<file path="config.mk">
export PLATFORM = sky130hd
export DESIGN_NAME = ptna_cell
export DESIGN_NICKNAME = d
export VERILOG_FILES = /design/src/ptna_pkg.sv /design/src/ptna_cell.sv
export SDC_FILE = /design/constraint.sdc
export NUM_CORES = 1
export LEC_CHECK = 0
export ABC_AREA = 1
export BUFFER_PORTS_ARGS = -buffer_cell sky130_fd_sc_hd__buf_4
export CAP_MARGIN = 20
export CORE_AREA = 10 10 115 117
export DETAILED_ROUTE_END_ITERATION = 10
export DIE_AREA = 0 0 125 127
export PLACE_DENSITY = 0.79
export SETUP_SLACK_MARGIN = 0.5
export SLEW_MARGIN = 20
export SYNTH_ARGS = -nofsm -noshare
export SYNTH_HDL_FRONTEND = slang
export SYNTH_SLANG_ARGS = --single-unit
</file>
<file path="constraint.sdc">
create_clock -name clk -period 13.26 [get_ports clk]
set_input_delay 0.663 -clock clk [delete_from_list [all_inputs] [get_ports clk]]
set_output_delay 0.663 -clock clk [all_outputs]
set_load 0.05 [all_outputs]
</file>
<file path="src/ptna_pkg.sv">
package ptna_pkg;

    localparam int MAX_NOTES   = 64;
    localparam int MAX_PITCHES = 4096;

    localparam int NOTE_W  = 16;
    localparam int COST_W  = 32;
    localparam int IDX_W   = $clog2(MAX_NOTES);
    localparam int PC_W    = $clog2(MAX_PITCHES + 1);
    localparam int OP_W    = 2;
    localparam int OUT_IDX_W = 6;

    localparam int S_TDATA_W = 24;
    localparam int M_TDATA_W = 40;

    localparam logic [OP_W-1:0] OP_LOAD   = 2'd0;
    localparam logic [OP_W-1:0] OP_PITCH  = 2'd1;
    localparam logic [OP_W-1:0] OP_FINISH = 2'd2;

    typedef struct packed {
        logic load;
        logic pitch;
        logic shift;
        logic clear;
    } cell_ctrl_t;

endpackage

</file>
<file path="src/ptna_cell.sv">
module ptna_cell
    import ptna_pkg::*;
(
    input  logic              clk,
    input  logic              rst_n,
    input  cell_ctrl_t        ctrl,
    input  logic [NOTE_W-1:0] value,
    input  logic              is_first,
    input  logic [COST_W-1:0] left_cost,
    input  logic              left_reached,
    input  logic              left_loaded,
    input  logic [COST_W-1:0] right_cost,
    input  logic              right_reached,
    input  logic              right_loaded,
    output logic [COST_W-1:0] cost,
    output logic              reached,
    output logic              loaded
);

    logic [NOTE_W-1:0] note_reg;
    logic [COST_W-1:0] cost_reg;
    logic [COST_W-1:0] cost_next;
    logic              reached_reg;
    logic              loaded_reg;
    logic [NOTE_W-1:0] delta;
    logic [COST_W-1:0] prev;
    logic [COST_W:0]   sum;
    logic              upd;

    assign delta = (value > note_reg) ? (value - note_reg) : (note_reg - value);

    always_comb
    begin
        if (!reached_reg)
            prev = left_cost;
        else if (is_first)
            prev = cost_reg;
        else
            prev = (left_cost < cost_reg) ? left_cost : cost_reg;
        sum = {1'b0, prev} + {{(COST_W + 1 - NOTE_W){1'b0}}, delta};
        cost_next = sum[COST_W] ? {COST_W{1'b1}} : sum[COST_W-1:0];
    end

    assign upd = ctrl.pitch && loaded_reg && (reached_reg || left_reached);

    always_ff @(posedge clk)
    begin
        if (ctrl.load && !loaded_reg && left_loaded)
            note_reg <= value;
        if (ctrl.shift)
            cost_reg <= right_cost;
        else if (upd)
            cost_reg <= cost_next;
    end

    always_ff @(posedge clk or negedge rst_n)
    begin
        if (!rst_n)
        begin
            reached_reg <= 1'b0;
            loaded_reg  <= 1'b0;
        end
        else if (ctrl.clear)
        begin
            reached_reg <= 1'b0;
            loaded_reg  <= 1'b0;
        end
        else if (ctrl.shift)
        begin
            reached_reg <= right_reached;
            loaded_reg  <= right_loaded;
        end
        else
        begin
            if (upd)
                reached_reg <= 1'b1;
            if (ctrl.load && !loaded_reg && left_loaded)
                loaded_reg <= 1'b1;
        end
    end

    assign cost    = cost_reg;
    assign reached = reached_reg;
    assign loaded  = loaded_reg;

endmodule

</file>
==> results.py, run 1 <==
metrics = {
    "clocking": {
        "tritoncts": "yes",
        "clock_latency_ps": 300,
        "cts_buffers": 5,
        "postCtsSetupRepairBufs": 0,
        "ctsRootBufferMaster": "clkbuf_16",
        "cts_max_level": 2,
        "cts_sinks": 50,
        "cts_buffer_depth": 2,
        "cts_hold_buf": 0,
        "clk_pin_slew_ps": 70,
        "cts-resized-gates": 0,
    },
    "routing": {
        "vias": 5659,
        "first_pass_iters": 5,
        "routed_wl_um": 16600,
        "drc": 0,
        "routedWlPerCell_um": 15.5,
        "ant_nets": 0,
        "avgViaCountPerCell": 5.26,
        "first_iter_violations": 446,
    },
    "power": {
        "p_leak_nw": 3.65,
        "power_uw": 773,
        "max-vdd-ir-drop_v": 0.0000701,
        "power_density_nw_per_um2": 109,
    },
    "global_routing": {
        "grt_pass1_wl_um": 27100,
        "grt_max_degree": 59,
        "antenna_found_initial": 0,
        "grt_pass1_vias": 5560,
        "grt_overflow": 0,
        "track_usage_pct": 20.2,
    },
    "place": {
        "portBuffers": 124,
        "hpwlAfterDp_um": 13500,
        "place_inst": 1067,
        "globalplace.congestion": 0.914,
    },
    "yosys": {
        "avgSynthCellArea_sq_um": 7.28,
        "ys_ff_latch": 50,
        "synth_edf_count": 48,
        "synth_most_common_cell": "nand2_1",
        "ys_types": 44,
        "ys_top_cells_by_area": "edfxtp_1 24%, ha_1 16%, nand2_1 9.7%",
        "yosys-mux-area-fraction_pct": 1.03,
        "synth_common_cells": "154 x nand2_1, 135 x inv_1, 92 x nor2_1, 78 x ha_1, 55 x a21oi_1",
        "yosysWarnings": 0,
        "synth_compound_area_share_pct": 15.9,
        "syn_nets": 988,
        "synth_xor_area_share_pct": 5.31,
        "syn_inst": 816,
        "synth_top_family_by_area": "simple AND/OR/NAND/NOR gates",
        "synth_flop_cell": "edfxtp_1",
        "synth_top_area_share_pct": 24.3,
        "ys_seq_area_share_pct": 25.1,
        "netlist.top_cell.by_area": "edfxtp_1",
        "netlist_area_sq_um": 5940,
        "async_reset_ff_share_pct": 4.00,
        "synth_fa_ha_area_share_pct": 17.4,
        "synth-simple-area-share_pct": 24.6,
    },
    "critical_path": {
        "cpLargestDelayFamily": "simple AND/OR/NAND/NOR gates",
        "r2r_start": "note_reg[0]",
        "cp.arrival_ps": 6050,
        "critPathMaxFanout": 23,
        "startpoint_type": "input pin",
        "slowest_delay_ps": 610,
        "end_kind": "flip-flop",
        "timing.critical_path.to": "cost[31]",
        "cp.required_ps": 13330,
        "r2r.worst_path.cells": 28,
        "critPathKind": "in2reg",
        "crit_buf_inv": 6,
        "worstSetupPathDepth": 30,
        "crit_slowest_cell": "nor2_4",
        "reg2reg_slack_ps": 7460,
        "crit_start": "value[0]",
        "reg2reg_to": "cost[31]",
    },
    "sta": {
        "grt_setup_unrepaired": "no",
        "setup_violations": 0,
        "final-max-slew-violation-count": 0,
        "hold_ws_ps": 145,
        "clock-skew-final_ps": 4.72,
        "slew_headroom_pct": 32.1,
        "worst_pin_slew_ps": 1020,
        "tns_ps": 0,
        "min_period_ps": 5980,
        "post-route-period-util_pct": 45.1,
        "final_hold_viol_count": 0,
        "max_freq_mhz": 167,
    },
    "finish": {
        "syn_to_final_growth_pct": 19.5,
        "fillers": 1049,
        "layout-drive-gt1-share_pct": 20.3,
        "n_antenna_cell": 0,
        "instances_no_fill": 1075,
        "nets": 1103,
        "largest_reg_flops": 32,
    },
    "floorplanning": {
        "die_x_um": 125,
        "dieArea_sq_um": 15900,
        "io_pins": 125,
        "coreArea_sq_um": 11100,
        "start_util_pct": 53.4,
        "num_rows": 39,
        "die_h_um": 127,
    },
    "run": {
        "max_cap_viol_count": 0,
    },
    "run_status": {
        "status": "completed",
    },
    "min_path": {
        "holdCritPathClass": "in2async",
    },
}
[kinds of logic after synthesis]
kind of cell / count (synthesis)
AND/OR/NAND/NOR: 334
AO/OA/AOI/OAI: 156
buffers and inverters: 153
adder cells (fa/ha/maj): 81
flip-flops: 50
XOR/XNOR: 36
multiplexers: 6
[cells in the final DEF, fill, tap and decap left out, drive strengths merged, types with 9 or more instances in the layout]
master	count
a21oi	75
buf	126
edfxtp	48
ha	78
inv	135
nand2	171
nand3	43
nand4	9
nor2	99
nor3	9
o21ai	53
xnor2	13
xor2	23
[how the worst min path moves through the flow]
stage	start	to	slack, ps	cells past startpoint
after floorplan	rst_n	loaded	370	0
after global placement	rst_n	reached	460	1
after detailed placement	rst_n	reached	460	1
after CTS	rst_n	reached	140	1
after global routing	rst_n	loaded	140	1
final	rst_n	reached	140	1
[worst register-to-register path: cells and delay by family, from the launching register on]
kind / cells / cell delay [ps]
simple gates: 11 / 1990
compound gates: 9 / 1860
fa+ha+maj: 3 / 910
flops: 1 / 350
buf+inv: 4 / 300
xor+xnor: 1 / 150
[per-layer routing]
metal  GRT usage [%]  up-vias  routed length, um
met5               0        -                  0
met4            6.10        0                368
met3            3.76       17               1210
met2            32.5      222               7330
met1            27.0     2507               7740
li1                -     2913                  -
[stage by stage]
step	utilization [%]	setup slack (ps)	area, sq um
after global routing	63.8	6730	7090
after CTS	63.8	7330	7090
final	63.8	7280	7090
after global placement	62.4	7210	6940
after detailed placement	62.4	7060	6940
after floorplan	-	8320	5940
[final cells by class]
type                       count  area [sq um]  share of cell area, %
clock inverter                 2          12.5                  0.176
inverter                     135           507                   7.14
sequential                    50          1490                   21.0
multi-input combinational    613          3820                   53.8
clock buffer                   6           139                   1.96
tap                          143           179                   2.52
timing repair buffer         126           946                   13.3
[power breakdown]
| group | internal, mW | total (mW) | switching [mW] |
|---|---|---|---|
| logic | 0.153 | 0.422 | 0.268 |
| registers | 0.199 | 0.213 | 0.0135 |
| clock network | 0.0750 | 0.138 | 0.0630 |
| total | 0.428 | 0.773 | 0.345 |
(Power assumes the default switching activity.)
==> run 2: changes to the inputs <==
Settings changed: ABC_AREA 1 to 0, CORE_AREA 10 10 115 117 to 10 10 120 122, DIE_AREA 0 0 125 127 to 0 0 130 132, PLACE_DENSITY 0.79 to 0.77.
Clock period 13.26 ns to 4.8 ns, I/O delays scaled along.
==> run 2 against run 1 <==
The run now ends with setup timing left. Critical path depth decreased by 9. Global-route usage increased by 3.8 points. Flip-flop and latch count unchanged. Sequential share of layout area decreased by 3.7 points. Non-clock buffer count increased by 137. Clock power increased to 3.1 times the previous value. Synthesized cell count decreased by 13%. Sequential power increased to 2.7 times the previous value. Wire length increased by 27%. Cell area increased by 21%. Area after synthesis increased by 1.3%. Critical path type is now reg2reg. Critical endpoint is now cost[18].
==> results.py, run 2 <==
metrics = {
    "sta": {
        "tns_ps": -19280,
        "grt_setup_unrepaired": "yes",
        "worst_slack_ps": -683,
        "post-route-period-util_pct": 114,
        "min_period_ps": 5480,
        "setup_violations": 32,
        "final_hold_viol_count": 0,
        "max_freq_mhz": 182,
        "worst_pin_slew_ps": 629,
        "final-max-slew-violation-count": 0,
        "slew_headroom_pct": 57.9,
        "clock-skew-final_ps": 9.05,
    },
    "power": {
        "p_leak_nw": 4.11,
        "power_density_nw_per_um2": 320,
        "power_mw": 2.75,
        "max-vdd-ir-drop_v": 0.000242,
    },
    "finish": {
        "largest_reg_flops": 32,
        "layout_common_cells": "250 x buf_4, 84 x inv_1, 73 x ha_1, 56 x nand2_1, 49 x a21oi_1",
        "n_antenna_cell": 0,
        "syn_to_final_growth_pct": 42.8,
        "fillers": 949,
        "design_area_sq_um": 8590,
        "final_common_cell": "buf_4",
        "nets": 1128,
        "multi_input_area_sq_um": 4380,
        "instances_no_fill": 1104,
        "seqCellArea_sq_um": 1490,
        "layout-drive-gt1-share_pct": 34.1,
        "fin_util_pct": 72.1,
    },
    "min_path": {
        "hp-start": "ctrl[0]",
        "holdCritPathClass": "in2reg",
    },
    "yosys": {
        "avgSynthCellArea_sq_um": 8.46,
        "synth_top_area_share_pct": 24.0,
        "synth_common_cells": "85 x inv_1, 78 x ha_1, 56 x nand2_1, 54 x a21oi_1, 51 x o21ai_0",
        "ys_ff_latch": 50,
        "async_reset_ff_share_pct": 4.00,
        "yosysWarnings": 0,
        "netlist_area_sq_um": 6020,
        "synth_flop_cell": "edfxtp_1",
        "synth_edf_count": 48,
        "ys_top_cells_by_area": "edfxtp_1 24%, ha_1 16%, inv_1 5.3%",
        "synth_most_common_cell": "inv_1",
        "syn_nets": 883,
        "ys_types": 69,
        "syn_inst": 711,
        "netlist.top_cell.by_area": "edfxtp_1",
        "ys_seq_area_share_pct": 24.8,
    },
    "place": {
        "hpwlAfterDp_um": 16700,
        "place_inst": 1080,
        "place_area_sq_um": 8040,
        "globalplace.congestion": 0.964,
        "portBuffers": 124,
    },
    "global_routing": {
        "track_usage_pct": 24.0,
        "grt_max_degree": 33,
        "antenna_found_initial": 0,
        "grt_overflow": 0,
        "grt_pass1_vias": 6815,
        "grt_pass1_wl_um": 33800,
    },
    "floorplanning": {
        "die_x_um": 130,
        "die_h_um": 132,
        "num_rows": 40,
        "coreArea_sq_um": 11900,
        "start_util_pct": 50.5,
        "dieArea_sq_um": 17200,
        "io_pins": 125,
    },
    "clocking": {
        "clock_latency_ps": 310,
        "cts_max_level": 2,
        "cts_sinks": 50,
        "clk_pin_slew_ps": 80,
        "cts_buffers": 5,
        "cts_buffer_depth": 2,
        "ctsRootBufferMaster": "clkbuf_16",
        "tritoncts": "yes",
    },
    "routing": {
        "ant_nets": 0,
        "met1_length_um": 9000,
        "routedWlPerCell_um": 19.1,
        "vias": 6566,
        "first_pass_iters": 5,
        "drc": 0,
        "top_layer": "met4",
        "wl_met2_um": 9790,
        "met3RoutedLength_um": 1980,
        "routed_wl_um": 21100,
        "first_iter_violations": 614,
        "avgViaCountPerCell": 5.95,
    },
    "critical_path": {
        "timing.critical_path.to": "cost[18]",
        "r2r_start": "note_reg[0]",
        "end_kind": "flip-flop",
        "cp.required_ps": 4860,
        "startpoint_type": "flip-flop",
        "crit_start": "note_reg[0]",
        "reg2reg_slack_ps": -680,
        "critPathMaxFanout": 7,
        "reg2reg_to": "cost[18]",
        "r2r.worst_path.cells": 21,
        "critPathKind": "reg2reg",
        "cp.arrival_ps": 5550,
    },
    "run_status": {
        "status": "complete, but fails checks",
        "violations": "setup timing",
    },
    "run": {
        "max_cap_viol_count": 0,
    },
}
## run 2: changes by cell type in the layout (fill, tap and decap cells not counted), sizes merged, moves of 11 or more
cell and change:
a21oi -21, a2111oi +11, a21o +18, inv -50, nor2 -64, nand3 -26, a2bb2oi +14, buf +136
nand2 -115
## run 2: worst min-delay path by stage
stage               cells past startpoint      to
global placement                        1  loaded
floorplan                               0  loaded
detailed placement                      1  loaded
CTS                                     2  loaded
finish                                  2  loaded
global route                            2  loaded
## run 2: logic make-up (layout without fill, tap and decap cells)
group | count (synthesis) | in the layout | share of synthesized area [%]
compound gates | 243 | 245 | 28.1
simple gates | 173 | 173 | 14.3
buf+inv | 112 | 356 | 7.65
fa+ha+maj | 81 | 81 | 17.2
flops | 50 | 50 | 24.8
xor+xnor | 35 | 35 | 5.10
mux | 17 | 17 | 2.87
## run 2: metal layers
layer	vias to the layer above	track usage, %
met5	-	0
met4	0	6.63
met3	32	5.91
met2	320	38.6
met1	3071	31.0
li1	3143	-
## run 2: through the flow
step                      setup WS, ps  hold WS (ps)
after global routing              -837           104
after global placement            -677          23.5
after floorplan                   -469         -55.6
final                             -683           108
after detailed placement          -830          23.9
after CTS                         -618          95.3
## run 2: power breakdown
part | leakage (nW) | switching (mW) | total [mW] | internal (mW)
clock network | 0.0836 | 0.178 | 0.423 | 0.245
registers | 0.484 | 0.0344 | 0.584 | 0.550
logic | 3.54 | 0.954 | 1.74 | 0.789
total | 4.11 | 1.17 | 2.75 | 1.58
## run 2: worst max-delay path, stage by stage, from the launching register on
cell and delay [ps]:
edfxtp_1 370, ha_2 200, inv_2 40, fa_2 370, a21oi_4 180, o211ai_1 110
a31o_1 270, a221o_1 330, a211o_1 310, o31ai_4 250, buf_12 180, buf_4 110
mux2i_1 230, xor2_1 100, ha_1 250, or4_1 440, o22ai_2 160, o31a_1 230
a21o_1 220, nor4_4 80, a311o_2 450, o32a_1 370
## run 2: layout make-up
cell class	instances	share of cell area, %
tap	147	2.14
multi-input combinational	551	51.0
inverter	85	3.71
timing repair buffer	263	23.9
clock buffer	5	1.46
clock inverter	3	0.466
sequential	50	17.4
## run 2: what timing repair did
item | 4_1_cts | 5_1_grt
setup buffers | 11 | 2
hold buffers | 1 | 0
endpoints found under the setup margin | 32 | 32
resized for setup | 35 | 28
pin swaps | 10 | 22
hold endpoints to repair | 2 | 0
cloned | 2 | 0
